$ cat src/rtl/lacm_pkg.sv
// ----------------------------------------------------------------------------
// lacm_pkg
// Shared widths, limits and register codes for the linear arrangement cost
// block and its channel interfaces.
// ----------------------------------------------------------------------------
package lacm_pkg;

    // Sizing of the site store
    localparam int MAX_SITES   = 128;
    localparam int WEIGHT_BITS = 8;
    localparam int ADDR_W      = $clog2(MAX_SITES);
    localparam int CNT_W       = $clog2(MAX_SITES + 1);

    // Field widths of the words on the channels
    localparam int IDX_W  = 7;
    localparam int WT_W   = 8;
    localparam int SUM_W  = 36;
    localparam int CUT_W  = 22;
    localparam int SPAN_W = 15;

    // Internal arithmetic widths
    localparam int DIST_W  = ADDR_W;
    localparam int WSPAN_W = WEIGHT_BITS + DIST_W;
    localparam int PROD_W  = WSPAN_W + DIST_W;
    localparam int DELTA_W = 18;
    localparam int RUN_W   = 23;

    localparam logic [SUM_W-1:0] SUM_MAX = {SUM_W{1'b1}};

    // Configuration port
    localparam int CFG_ADDR_W = 3;
    localparam int CFG_DATA_W = 32;
    localparam int SITE_W     = 8;
    localparam logic [SITE_W-1:0] SITE_COUNT_RST = 8'd128;

    typedef enum logic [0:0] {
        REG_SITE_COUNT = 1'b0
    } cfg_reg_t;

endpackage : lacm_pkg

$ cat src/rtl/lacm_if.sv
// ----------------------------------------------------------------------------
// lacm channel interfaces
// Valid/ready channels for matrix entry words and cost result words.
// ----------------------------------------------------------------------------
interface lacm_item_if;
    import lacm_pkg::*;

    logic             valid;
    logic             ready;
    logic [IDX_W-1:0] row_index;
    logic [IDX_W-1:0] col_index;
    logic [WT_W-1:0]  entry_weight;
    logic             last_entry;

    modport source (
        output valid, row_index, col_index, entry_weight, last_entry,
        input  ready
    );
    modport sink (
        input  valid, row_index, col_index, entry_weight, last_entry,
        output ready
    );
endinterface : lacm_item_if

interface lacm_result_if;
    import lacm_pkg::*;

    logic              valid;
    logic              ready;
    logic [SUM_W-1:0]  squared_span_sum;
    logic [CUT_W-1:0]  max_cut_weight;
    logic [SPAN_W-1:0] max_weighted_span;

    modport source (
        output valid, squared_span_sum, max_cut_weight, max_weighted_span,
        input  ready
    );
    modport sink (
        input  valid, squared_span_sum, max_cut_weight, max_weighted_span,
        output ready
    );
endinterface : lacm_result_if

$ cat src/rtl/linear_arrangement_cost_metrics_top.sv
// ----------------------------------------------------------------------------
// linear_arrangement_cost_metrics_top
// Layout costs of a site-coupling matrix: squared span sum, cutwidth and
// largest weighted span, built up one matrix entry word at a time.
// ----------------------------------------------------------------------------
// Each entry word is taken in the accept cycle and then runs three sequencer
// steps in which one shared multiplier forms w*d and then w*d*d, while the
// crossing store (one read port, one write port) is read and updated at the
// row and at the column. A word that carries the last mark then runs a prefix
// scan over the crossing store, one store word per cycle, n-1 reads for n
// sites in use, and then loads the result register once it is free. The result
// register stands apart from the input side, so the next matrix may start
// while a result is still waiting to be taken. The store needs no clearing
// pass: a valid bit per word, cleared at once on reset and on each result,
// makes an unwritten word read as zero.
// ----------------------------------------------------------------------------
module linear_arrangement_cost_metrics_top (
    input  logic                            clk,
    input  logic                            rst_n,
    input  logic                            psel,
    input  logic                            penable,
    input  logic                            pwrite,
    input  logic [lacm_pkg::CFG_ADDR_W-1:0] paddr,
    input  logic [lacm_pkg::CFG_DATA_W-1:0] pwdata,
    output logic [lacm_pkg::CFG_DATA_W-1:0] prdata,
    output logic                            pready,
    lacm_item_if.sink                       item_in,
    lacm_result_if.source                   result_out
);
    import lacm_pkg::*;

    typedef enum logic [2:0] {
        S_IDLE,
        S_MUL_W,
        S_MUL_D,
        S_ACC,
        S_SCAN,
        S_EMIT
    } state_t;

    state_t state_reg;

    // Configuration
    logic [SITE_W-1:0] site_count_reg;
    logic [CNT_W-1:0]  n_act;
    logic              cfg_sel;

    // Latched entry word
    logic [ADDR_W-1:0]      row_reg;
    logic [ADDR_W-1:0]      col_reg;
    logic [WEIGHT_BITS-1:0] wt_reg;
    logic [DIST_W-1:0]      dist_reg;
    logic                   hit_reg;
    logic                   upper_reg;
    logic                   last_reg;

    // Entry decode
    logic                   in_hit;
    logic                   in_upper;
    logic [WEIGHT_BITS-1:0] in_wt;
    logic [IDX_W-1:0]       in_dist;

    // Shared multiplier
    logic [WSPAN_W-1:0] mul_a;
    logic [PROD_W-1:0]  mul_p;
    logic [PROD_W-1:0]  prod_reg;

    // Accumulators
    logic [SUM_W-1:0]  sum_acc_reg;
    logic [SPAN_W-1:0] span_max_reg;
    logic [SUM_W:0]    sum_wide;
    logic [SUM_W-1:0]  sum_sat;

    // Crossing store
    logic signed [DELTA_W-1:0] cut_mem [MAX_SITES];
    logic [MAX_SITES-1:0]      valid_reg;
    logic signed [DELTA_W-1:0] rd_data_reg;
    logic                      rd_valid_reg;
    logic signed [DELTA_W-1:0] rd_word;
    logic [ADDR_W-1:0]         rd_addr;
    logic                      wr_en;
    logic [ADDR_W-1:0]         wr_addr;
    logic signed [DELTA_W-1:0] wr_data;
    logic signed [DELTA_W-1:0] wt_delta;

    // Prefix scan
    logic [CNT_W-1:0]        scan_idx_reg;
    logic                    scan_pend_reg;
    logic                    scan_issue;
    logic signed [RUN_W-1:0] run_cut_reg;
    logic signed [RUN_W-1:0] cut_max_reg;
    logic signed [RUN_W-1:0] run_next;
    logic signed [RUN_W-1:0] cut_max_next;

    // Result register
    logic              out_valid_reg;
    logic [SUM_W-1:0]  out_sum_reg;
    logic [CUT_W-1:0]  out_cut_reg;
    logic [SPAN_W-1:0] out_span_reg;
    logic              emit_go;

    // Configuration register, APB write in the access phase
    assign pready  = 1'b1;
    assign cfg_sel = (paddr[CFG_ADDR_W-1:2] == REG_SITE_COUNT);
    assign prdata  = cfg_sel ? CFG_DATA_W'(site_count_reg) : '0;

    always_ff @(posedge clk or negedge rst_n)
    begin
        if (!rst_n)
        begin
            site_count_reg <= SITE_COUNT_RST;
        end
        else if (psel && penable && pwrite && pready && cfg_sel)
        begin
            site_count_reg <= pwdata[SITE_W-1:0];
        end
    end

    // Sites in use, capped at the store depth
    assign n_act = (32'(site_count_reg) > MAX_SITES) ? CNT_W'(MAX_SITES)
                                                      : CNT_W'(site_count_reg);

    // Entry decode at the input
    assign in_wt    = item_in.entry_weight[WEIGHT_BITS-1:0];
    assign in_hit   = (32'(item_in.row_index) < 32'(n_act))
                   && (32'(item_in.col_index) < 32'(n_act))
                   && (in_wt != '0);
    assign in_upper = (item_in.row_index < item_in.col_index);
    assign in_dist  = in_upper ? (item_in.col_index - item_in.row_index)
                               : (item_in.row_index - item_in.col_index);

    assign item_in.ready = (state_reg == S_IDLE);

    // Shared multiplier: w*d first, then (w*d)*d
    assign mul_a = (state_reg == S_MUL_W) ? WSPAN_W'(wt_reg) : prod_reg[WSPAN_W-1:0];
    assign mul_p = PROD_W'(mul_a) * PROD_W'(dist_reg);

    // Saturating add into the squared span sum
    assign sum_wide = {1'b0, sum_acc_reg} + (SUM_W + 1)'(prod_reg);
    assign sum_sat  = (sum_wide > {1'b0, SUM_MAX}) ? SUM_MAX : sum_wide[SUM_W-1:0];

    // Store port steering: row in the first step, column in the second, scan after
    assign rd_word  = rd_valid_reg ? rd_data_reg : '0;
    assign wt_delta = $signed({{(DELTA_W - WEIGHT_BITS){1'b0}}, wt_reg});

    always_comb
    begin
        rd_addr = scan_idx_reg[ADDR_W-1:0];
        wr_en   = 1'b0;
        wr_addr = row_reg;
        wr_data = rd_word + wt_delta;
        unique case (state_reg)
            S_MUL_W:
            begin
                rd_addr = row_reg;
            end
            S_MUL_D:
            begin
                rd_addr = col_reg;
                wr_en   = hit_reg && upper_reg;
                wr_addr = row_reg;
                wr_data = rd_word + wt_delta;
            end
            S_ACC:
            begin
                wr_en   = hit_reg && upper_reg;
                wr_addr = col_reg;
                wr_data = rd_word - wt_delta;
            end
            default:
            begin
                rd_addr = scan_idx_reg[ADDR_W-1:0];
            end
        endcase
    end

    // Scan: read cut words 0 .. n-2, fold one per cycle
    assign scan_issue   = (state_reg == S_SCAN)
                       && (({1'b0, scan_idx_reg} + 1'b1) < {1'b0, n_act});
    assign run_next     = run_cut_reg + RUN_W'(rd_word);
    assign cut_max_next = (run_next > cut_max_reg) ? run_next : cut_max_reg;

    assign emit_go = (state_reg == S_EMIT) && (!out_valid_reg || result_out.ready);

    // Crossing store
    always_ff @(posedge clk)
    begin
        if (wr_en)
        begin
            cut_mem[wr_addr] <= wr_data;
        end
        rd_data_reg <= cut_mem[rd_addr];
    end

    // Sequencer, accumulators and result register
    always_ff @(posedge clk or negedge rst_n)
    begin
        if (!rst_n)
        begin
            state_reg     <= S_IDLE;
            row_reg       <= '0;
            col_reg       <= '0;
            wt_reg        <= '0;
            dist_reg      <= '0;
            hit_reg       <= 1'b0;
            upper_reg     <= 1'b0;
            last_reg      <= 1'b0;
            prod_reg      <= '0;
            sum_acc_reg   <= '0;
            span_max_reg  <= '0;
            valid_reg     <= '0;
            rd_valid_reg  <= 1'b0;
            scan_idx_reg  <= '0;
            scan_pend_reg <= 1'b0;
            run_cut_reg   <= '0;
            cut_max_reg   <= '0;
            out_valid_reg <= 1'b0;
            out_sum_reg   <= '0;
            out_cut_reg   <= '0;
            out_span_reg  <= '0;
        end
        else
        begin
            // result word taken and no new one loaded behind it
            if (out_valid_reg && result_out.ready && !emit_go)
            begin
                out_valid_reg <= 1'b0;
            end
            if (wr_en)
            begin
                valid_reg[wr_addr] <= 1'b1;
            end
            rd_valid_reg <= valid_reg[rd_addr];

            unique case (state_reg)
                S_IDLE:
                begin
                    if (item_in.valid)
                    begin
                        row_reg   <= ADDR_W'(item_in.row_index);
                        col_reg   <= ADDR_W'(item_in.col_index);
                        wt_reg    <= in_wt;
                        dist_reg  <= DIST_W'(in_dist);
                        hit_reg   <= in_hit;
                        upper_reg <= in_upper;
                        last_reg  <= item_in.last_entry;
                        state_reg <= S_MUL_W;
                    end
                end
                S_MUL_W:
                begin
                    prod_reg  <= mul_p;
                    state_reg <= S_MUL_D;
                end
                S_MUL_D:
                begin
                    // prod_reg still holds w*d here
                    prod_reg <= mul_p;
                    if (hit_reg && upper_reg
                        && (SPAN_W'(prod_reg[WSPAN_W-1:0]) > span_max_reg))
                    begin
                        span_max_reg <= SPAN_W'(prod_reg[WSPAN_W-1:0]);
                    end
                    state_reg <= S_ACC;
                end
                S_ACC:
                begin
                    if (hit_reg)
                    begin
                        sum_acc_reg <= sum_sat;
                    end
                    if (last_reg)
                    begin
                        scan_idx_reg  <= '0;
                        scan_pend_reg <= 1'b0;
                        run_cut_reg   <= '0;
                        cut_max_reg   <= '0;
                        state_reg     <= S_SCAN;
                    end
                    else
                    begin
                        state_reg <= S_IDLE;
                    end
                end
                S_SCAN:
                begin
                    if (scan_issue)
                    begin
                        scan_idx_reg <= scan_idx_reg + 1'b1;
                    end
                    scan_pend_reg <= scan_issue;
                    if (scan_pend_reg)
                    begin
                        run_cut_reg <= run_next;
                        cut_max_reg <= cut_max_next;
                    end
                    if (!scan_issue && !scan_pend_reg)
                    begin
                        state_reg <= S_EMIT;
                    end
                end
                S_EMIT:
                begin
                    if (emit_go)
                    begin
                        out_valid_reg <= 1'b1;
                        out_sum_reg   <= sum_acc_reg;
                        out_cut_reg   <= cut_max_reg[CUT_W-1:0];
                        out_span_reg  <= span_max_reg;
                        sum_acc_reg   <= '0;
                        span_max_reg  <= '0;
                        valid_reg     <= '0;
                        state_reg     <= S_IDLE;
                    end
                end
                default:
                begin
                    state_reg <= S_IDLE;
                end
            endcase
        end
    end

    assign result_out.valid             = out_valid_reg;
    assign result_out.squared_span_sum  = out_sum_reg;
    assign result_out.max_cut_weight    = out_cut_reg;
    assign result_out.max_weighted_span = out_span_reg;

    // A word without the last mark frees the input after its three steps
    a_item_turnaround: assert property (@(posedge clk) disable iff (!rst_n)
        (item_in.valid && item_in.ready && !item_in.last_entry) |=> ##3 item_in.ready)
        else $error("entry word did not complete in three steps");

    // A new result word only comes out of the emit step
    a_result_source: assert property (@(posedge clk) disable iff (!rst_n)
        $rose(result_out.valid) |-> $past(state_reg == S_EMIT))
        else $error("result word raised outside emit");

    // Store writes stay inside the sites in use
    a_store_range: assert property (@(posedge clk) disable iff (!rst_n)
        wr_en |-> (32'(wr_addr) < 32'(n_act)))
        else $error("crossing store written beyond site count");

    // Each result clears the store for the next matrix
    a_store_cleared: assert property (@(posedge clk) disable iff (!rst_n)
        emit_go |=> (valid_reg == '0))
        else $error("crossing store not cleared after result");

    // Scan reads are folded only while scanning
    a_scan_pending: assert property (@(posedge clk) disable iff (!rst_n)
        scan_pend_reg |-> (state_reg == S_SCAN))
        else $error("scan read pending outside scan");

endmodule : linear_arrangement_cost_metrics_top

$ cat src/flat_wrapper.sv
// flat-port wrapper written by rule: the top's interface ports become plain ports
module linear_arrangement_cost_metrics_top_flat import lacm_pkg::*;
  (clk, rst_n, psel, penable, pwrite, paddr, pwdata, prdata, pready, item_in_valid, item_in_row_index, item_in_col_index, item_in_entry_weight, item_in_last_entry, item_in_ready, result_out_valid, result_out_squared_span_sum, result_out_max_cut_weight, result_out_max_weighted_span, result_out_ready);
  lacm_item_if item_in_i ();
  lacm_result_if result_out_i ();
  input  logic clk;
  input  logic rst_n;
  input  logic psel;
  input  logic penable;
  input  logic pwrite;
  input  logic [lacm_pkg::CFG_ADDR_W-1:0] paddr;
  input  logic [lacm_pkg::CFG_DATA_W-1:0] pwdata;
  output logic [lacm_pkg::CFG_DATA_W-1:0] prdata;
  output logic pready;
  input wire logic [$bits(item_in_i.valid)-1:0] item_in_valid;
  input wire logic [$bits(item_in_i.row_index)-1:0] item_in_row_index;
  input wire logic [$bits(item_in_i.col_index)-1:0] item_in_col_index;
  input wire logic [$bits(item_in_i.entry_weight)-1:0] item_in_entry_weight;
  input wire logic [$bits(item_in_i.last_entry)-1:0] item_in_last_entry;
  output wire logic [$bits(item_in_i.ready)-1:0] item_in_ready;
  output wire logic [$bits(result_out_i.valid)-1:0] result_out_valid;
  output wire logic [$bits(result_out_i.squared_span_sum)-1:0] result_out_squared_span_sum;
  output wire logic [$bits(result_out_i.max_cut_weight)-1:0] result_out_max_cut_weight;
  output wire logic [$bits(result_out_i.max_weighted_span)-1:0] result_out_max_weighted_span;
  input wire logic [$bits(result_out_i.ready)-1:0] result_out_ready;
  assign item_in_i.valid = item_in_valid;
  assign item_in_i.row_index = item_in_row_index;
  assign item_in_i.col_index = item_in_col_index;
  assign item_in_i.entry_weight = item_in_entry_weight;
  assign item_in_i.last_entry = item_in_last_entry;
  assign item_in_ready = item_in_i.ready;
  assign result_out_valid = result_out_i.valid;
  assign result_out_squared_span_sum = result_out_i.squared_span_sum;
  assign result_out_max_cut_weight = result_out_i.max_cut_weight;
  assign result_out_max_weighted_span = result_out_i.max_weighted_span;
  assign result_out_i.ready = result_out_ready;
  linear_arrangement_cost_metrics_top u_core (.clk(clk), .rst_n(rst_n), .psel(psel), .penable(penable), .pwrite(pwrite), .paddr(paddr), .pwdata(pwdata), .prdata(prdata), .pready(pready), .item_in(item_in_i), .result_out(result_out_i));
endmodule
$ cat config.mk
export PLATFORM = sky130hd
export DESIGN_NAME = linear_arrangement_cost_metrics_top_flat
export DESIGN_NICKNAME = d
export VERILOG_FILES = /design/src/rtl/lacm_pkg.sv /design/src/rtl/lacm_if.sv /design/src/rtl/linear_arrangement_cost_metrics_top.sv /design/src/flat_wrapper.sv
export SDC_FILE = /design/constraint.sdc
export NUM_CORES = 2
export LEC_CHECK = 0
export BUFFER_PORTS_ARGS = -buffer_cell sky130_fd_sc_hd__buf_2
export CAP_MARGIN = 40
export CORE_MARGIN = 2
export CORE_UTILIZATION = 55
export CTS_CLUSTER_DIAMETER = 100
export CTS_CLUSTER_SIZE = 14
export DETAILED_ROUTE_END_ITERATION = 8
export GPL_ROUTABILITY_DRIVEN = 0
export PLACE_DENSITY = 0.82
export SLEW_MARGIN = 15
export SYNTH_ARGS = -nofsm -noshare
export SYNTH_HDL_FRONTEND = slang
export SYNTH_SLANG_ARGS = --single-unit
export TNS_END_PERCENT = 30
$ cat constraint.sdc
create_clock -name clk -period 12 [get_ports clk]
set_clock_uncertainty 0.2 [all_clocks]
set_input_delay 1.2 -clock clk [delete_from_list [all_inputs] [get_ports clk]]
set_output_delay 1.2 -clock clk [all_outputs]
set_load 0.005 [all_outputs]
======== Word level (Yosys, flattened, before mapping) ========
Memories as Yosys holds them, arrays and structs flattened. A register that Yosys moved wholly into a read port is not among the register bits.
Index checks and enable logic that the tools add are counted.
storage, ports and cells
  register bits after elaboration ......... 374
  bits in writable memories ............... 2304
  output and inout port bits .............. 108
  memories kept ........................... 1
memories
  name            words  bits a word  rd ports  clocked after memory_dff  wr ports  RTL line                                   text
  u_core.cut_mem  128    18           1         1                         1         linear_arrangement_cost_metrics_top.sv:75  logic signed [DELTA_W-1:0] cut_mem [MAX_SITES];
operators by class
  $add $sub $neg .......................... 8
  multiply operators ...................... 1
  order comparisons ....................... 11
  equality and inequality tests ........... 14
  muxes and demuxes ....................... 44
  bitwise gates (word level) .............. 2
  reductions and logical operators ........ 34
operators by type and width
  operator                                                     number
  two-way mux 128 bit                                          3
  OR 128 bit                                                   1
  two-way mux 36 bit                                           3
  two-way mux 23 bit                                           4
  case mux 23 bit (2 select lines)                             2
  case mux 36 bit (2 select lines)                             1
  two-way mux 15 bit                                           3
  adder 36 x 22 -> 37 bit                                      1
  > comparator 37 x 36 -> 1 bit (second input constant)        1
  two-way mux 18 bit                                           2
  two-way mux 8 bit                                            4
  case mux 15 bit (2 select lines)                             1
  adder 23 x 18 -> 23 bit                                      1
  > comparator 23 bit                                          1
  multiplier 15 x 7 -> 22 bit                                  1
  adder 18 x 9 -> 18 bit                                       1
  case mux 3 bit (6 select lines)                              1
  subtractor 18 x 9 -> 18 bit                                  1
  less-than comparator 7 x 8 -> 1 bit                          2
  less-than comparator 7 x 8 -> 1 bit (second input constant)  2
  case mux 8 bit (2 select lines)                              1
  > comparator 15 bit                                          1
  AND reduction 3 bit                                          5
  two-way mux 7 bit                                            2
  other kinds (28)                                             69

======== Depth between registers and ports, before layout ========
  depth after elaboration ................. 10
  depth in mapped cells ................... 29
  depth with buffers taken out ............ 24

======== Worst setup path after synthesis ========
OpenSTA, ideal clock, no wires.
  path type ............................... reg-to-reg
  start ................................... register u_core.rd_valid_reg
  end ..................................... memory u_core.cut_mem[0][15], data pin
  data arrival time ....................... 6.468 ns
  data required time ...................... 10.872 ns
  slack ................................... 4.404 ns
  stages on the path, launching flop included .. 16
  buffers on the path ..................... 3
  clock period less this slack ............ 7.596 ns
  cell sequence ........................... dfrtp_1 -> clkbuf_1 -> buf_2 -> clkbuf_1 -> and2_1 -> inv_1 -> ha_1 -> nor4b_1 -> o21ai_0 -> or2_0 -> a22oi_1 -> o21a_1 -> o22ai_1 -> o211ai_1 -> nand2_1 -> xnor2_1
on the way
  word-level cells in the longest chain between the ends .. 3
  elaborated cells between the ends (all ways) .. 4
  classes of those cells .................. add/sub: 2; mux: 2
ends and longest elaborated chain
  item                                                                          RTL line                                                                                                                            text
  from (decl)                                                                   linear_arrangement_cost_metrics_top.sv:78                                                                                           logic rd_valid_reg;
  from (signal assigned)                                                        linear_arrangement_cost_metrics_top.sv:233                                                                                          rd_valid_reg <= valid_reg[rd_addr];
  two-way mux 18 bit *                                                          linear_arrangement_cost_metrics_top.sv:143                                                                                          assign rd_word = rd_valid_reg ? rd_data_reg : '0;
  adder 18 x 9 -> 18 bit / subtractor 18 x 9 -> 18 bit (equally long branches)  linear_arrangement_cost_metrics_top.sv:151, linear_arrangement_cost_metrics_top.sv:162, linear_arrangement_cost_metrics_top.sv:168
  two-way mux 18 bit *                                                          --
  named net u_core.wr_data[15]                                                  linear_arrangement_cost_metrics_top.sv:83                                                                                           logic signed [DELTA_W-1:0] wr_data;
  to (decl)                                                                     linear_arrangement_cost_metrics_top.sv:75
The timed path passes the listed nets; every way through them passes the cells marked *.

======== Worst setup path in the final report ========
  start ................................... register u_core.state_reg[0]
  end ..................................... register u_core.prod_reg[20]
on the way
  word-level cells in the longest chain between the ends .. 3
  elaborated cells between the ends (all ways) .. 5
  classes of those cells .................. mul: 1; eq/ne: 2; mux: 1; reduce/logical: 1
ends and longest elaborated chain
  item                          RTL line                                                                                text
  from (decl)                   linear_arrangement_cost_metrics_top.sv:41                                               state_t state_reg;
  from (signal assigned)        linear_arrangement_cost_metrics_top.sv:200                                              state_reg <= S_IDLE;
  from (signal assigned)        linear_arrangement_cost_metrics_top.sv:247                                              state_reg <= S_MUL_W;
  from (signal assigned)        linear_arrangement_cost_metrics_top.sv:253                                              state_reg <= S_MUL_D;
  equality test 3 x 1 -> 1 bit  linear_arrangement_cost_metrics_top.sv:135, linear_arrangement_cost_metrics_top.sv:235
  two-way mux 15 bit            linear_arrangement_cost_metrics_top.sv:135                                              assign mul_a = (state_reg == S_MUL_W) ? WSPAN_W'(wt_reg) : prod_reg[WSPAN_W-1:0];
  multiplier 15 x 7 -> 22 bit   linear_arrangement_cost_metrics_top.sv:136                                              assign mul_p = PROD_W'(mul_a) * PROD_W'(dist_reg);
  to (signal assigned)          linear_arrangement_cost_metrics_top.sv:252                                              prod_reg <= mul_p;
  to (signal assigned)          linear_arrangement_cost_metrics_top.sv:258                                              prod_reg <= mul_p;
  to (decl)                     linear_arrangement_cost_metrics_top.sv:66                                               logic [PROD_W-1:0] prod_reg;
Parallel ways exist; a longest one is shown, timed or not.
A chain may end at the register's enable or synchronous reset.

==> impl_metrics.json <==
{
  "final_cell_mix": "2304 x edfxtp_1, 1532 x nand2_1, 456 x a21oi_1",
  "dieArea_um2": 211000,
  "synth_cell_types": 89,
  "worst_pin_slew_ps": 1150,
  "cts_made_buffers": 210,
  "reg2reg_to": "u_core.prod_reg[20]",
  "cp_data_required_time_ps": 12530,
  "cp.arrival_ps": 7480,
  "drv_cap": 0,
  "vias": 75700,
  "hold_path.class": "in -> async",
  "synth_xor_area_frac": 0.00659,
  "viasPerCell": 6.74,
  "fin_util": 0.607,
  "seq_area_um2": 78900,
  "synth_edf_count": 2304,
  "multi_input_area_um2": 33100,
  "synth-compound-area-share": 0.0643,
  "tns_ps": 0,
  "cp-start-kind": "register",
  "dieWidth_um": 460,
  "fmax_ghz": 0.144,
  "grt_max_degree": 173,
  "crit_type": "reg -> reg",
  "clock_path_buffers": 3,
  "yosysSeqAreaShare": 0.691,
  "worst_hold_slack_ps": 172,
  "rsz0062_at_grt": "no",
  "final_common_cell": "edfxtp_1",
  "status": "complete, no violations",
  "syn_area_um2": 114000,
  "cts_tree": "done",
  "path_cells": "nor2b_1 > nand2b_2 > buf_12 > mux2i_1 > nor2b_1 > fa_1 > inv_1 > fa_1 > inv_1 > fa_1 > inv_1 > fa_1 > inv_1 > ha_1 > inv_1 > o21bai_1 > a21oi_1 > nor2b_1 > o21ai_0 > a21o_1 > a211oi_1 > o311ai_0 > mux2i_1 > nand2_1",
  "avgSynthCellArea_um2": 13.9,
  "grt_first_pass_wirelength_mm": 465,
  "slowest_delay_ps": 660,
  "slew_viol_final": 0,
  "overflow": 0,
  "wl_per_cell_um": 28.5,
  "grt_util_all_layers": 0.296,
  "drc_errors": 0,
  "coreArea_um2": 207000,
  "firstDrtPassIters": 7,
  "hpwl_mm": 182,
  "synth_adder_area_share": 0.0303,
  "crit_fanout": 54,
  "relSlewSlack": 0.227,
  "area_growth_pct": 9.96,
  "ys_seq_elements": 2696,
  "fin_crit_ps": 6950,
  "crit_slowest_cell": "dfrtp_1",
  "io_pins": 173,
  "cp-startpoint": "u_core.state_reg[0]",
  "synthSimpleGateAreaFrac": 0.108,
  "synth-main-ff-cell": "edfxtp_1",
  "hold_viol": 0,
  "htreeDepth": 4,
  "holdBufCountCts": 0,
  "path_buf_inv": 6,
  "grt_pass1_vias": 74000,
  "row_count": 167,
  "cts_sinks": 2696,
  "end_kind": "register",
  "port_buffers": 121,
  "largest_reg_flops": 2304,
  "post_cts_buffers": 0,
  "postCtsResizedCells": 0,
  "ant_nets": 0,
  "post-route-period-util": 0.579,
  "r2r_start": "u_core.state_reg[0]",
  "nets": 8669,
  "worst_skew_pair.late_latency_ps": 890,
  "antenna_found_initial": 14,
  "yosysWarnings": 0,
  "drive_above_1_share": 0.132,
  "crit_top_cell": "inv_1",
  "initialDrtViolationCount": 13400,
  "setup_viol_count_final": 0,
  "die_h_um": 460,
  "cts_root_buf": "clkbuf_16",
  "wl_mm": 320,
  "clkTransAtPathRegs_ps": 70,
  "start_util": 0.552,
  "reg2reg_slack_ps": 5050,
  "syn_inst": 8206,
  "synth_top_family_by_area": "simple AND/OR/NAND/NOR gates",
  "synth_mux_area_frac": 0.0740,
  "critPathTopFamily": "adder cells",
  "reg2reg_depth": 24,
  "synthArstFlopShare": 0.139,
  "fillers": 14000
}
[routing by layer]
| layer | track usage | vias to the layer above | routed length [µm] |
|---|---|---|---|
| li1 | - | 30700 | - |
| met1 | 0.371 | 36900 | 105000 |
| met2 | 0.462 | 6711 | 147000 |
| met3 | 0.0929 | 1340 | 48500 |
| met4 | 0.160 | 14 | 19900 |
| met5 | 0.000918 | - | 171 |
[metrics by stage]
| stage | setup slack (ps) | area, µm² | instances |
|---|---|---|---|
| 2_1_floorplan | 4400 | 114000 | 8229 |
| 3_3_place_gp | 4750 | 119000 | 10800 |
| 3_5_place_dp | 5090 | 119000 | 10800 |
| 4_1_cts | 5080 | 125000 | 11200 |
| 5_1_grt | 4650 | 126000 | 11200 |
| 6_report | 5050 | 126000 | 11200 |
[synthesized netlist by cell type (all sizes together), types with 67 or more instances]
| master | n | area [µm²] |
|---|---|---|
| a21oi | 459 | 2300 |
| buf | 272 | 1530 |
| clkbuf | 208 | 781 |
| nor2 | 491 | 1850 |
| ha | 168 | 2100 |
| nand3 | 390 | 1950 |
| nand2 | 1536 | 5770 |
| fa | 67 | 1340 |
| nor3 | 139 | 701 |
| inv | 175 | 657 |
| mux2i | 134 | 1350 |
| o21ai | 250 | 1250 |
| edfxtp | 2304 | 69200 |
| dfrtp | 373 | 9330 |
| mux4 | 304 | 6850 |
| a32oi | 78 | 683 |
| nor2b | 75 | 469 |
[cell families after synthesis]
logic type | after synthesis
AND/OR/NAND/NOR | 2880
adder cells (fa/ha/maj) | 237
other | 2
flip-flops | 2696
XOR/XNOR | 86
buffers and inverters | 656
AO/OA/AOI/OAI | 1188
multiplexers | 461
[cell type report]
cell class / instances / share of cell area
clock inverter: 16 / 0.00295
timing repair buffer: 408 / 0.0271
antenna: 9 / 0.000179
clock buffer: 343 / 0.0458
tap: 2704 / 0.0269
inverter: 176 / 0.00528
sequential: 2696 / 0.628
multi-input combinational: 4877 / 0.264
[worst max-delay path by stage]
stage                            endpoint  slack, ps  cells past startpoint
finish                u_core.prod_reg[20]       5050                     24
global route          u_core.prod_reg[20]       4650                     24
CTS                   u_core.prod_reg[20]       5080                     24
detailed placement    u_core.prod_reg[20]       5090                     24
global placement      u_core.prod_reg[20]       4750                     23
floorplan           u_core.cut_mem[0][15]       4400                     15
Power is left out: the tool's default activity adds up to more than one toggle a clock period on the data nets, which glitch-free logic cannot reach.
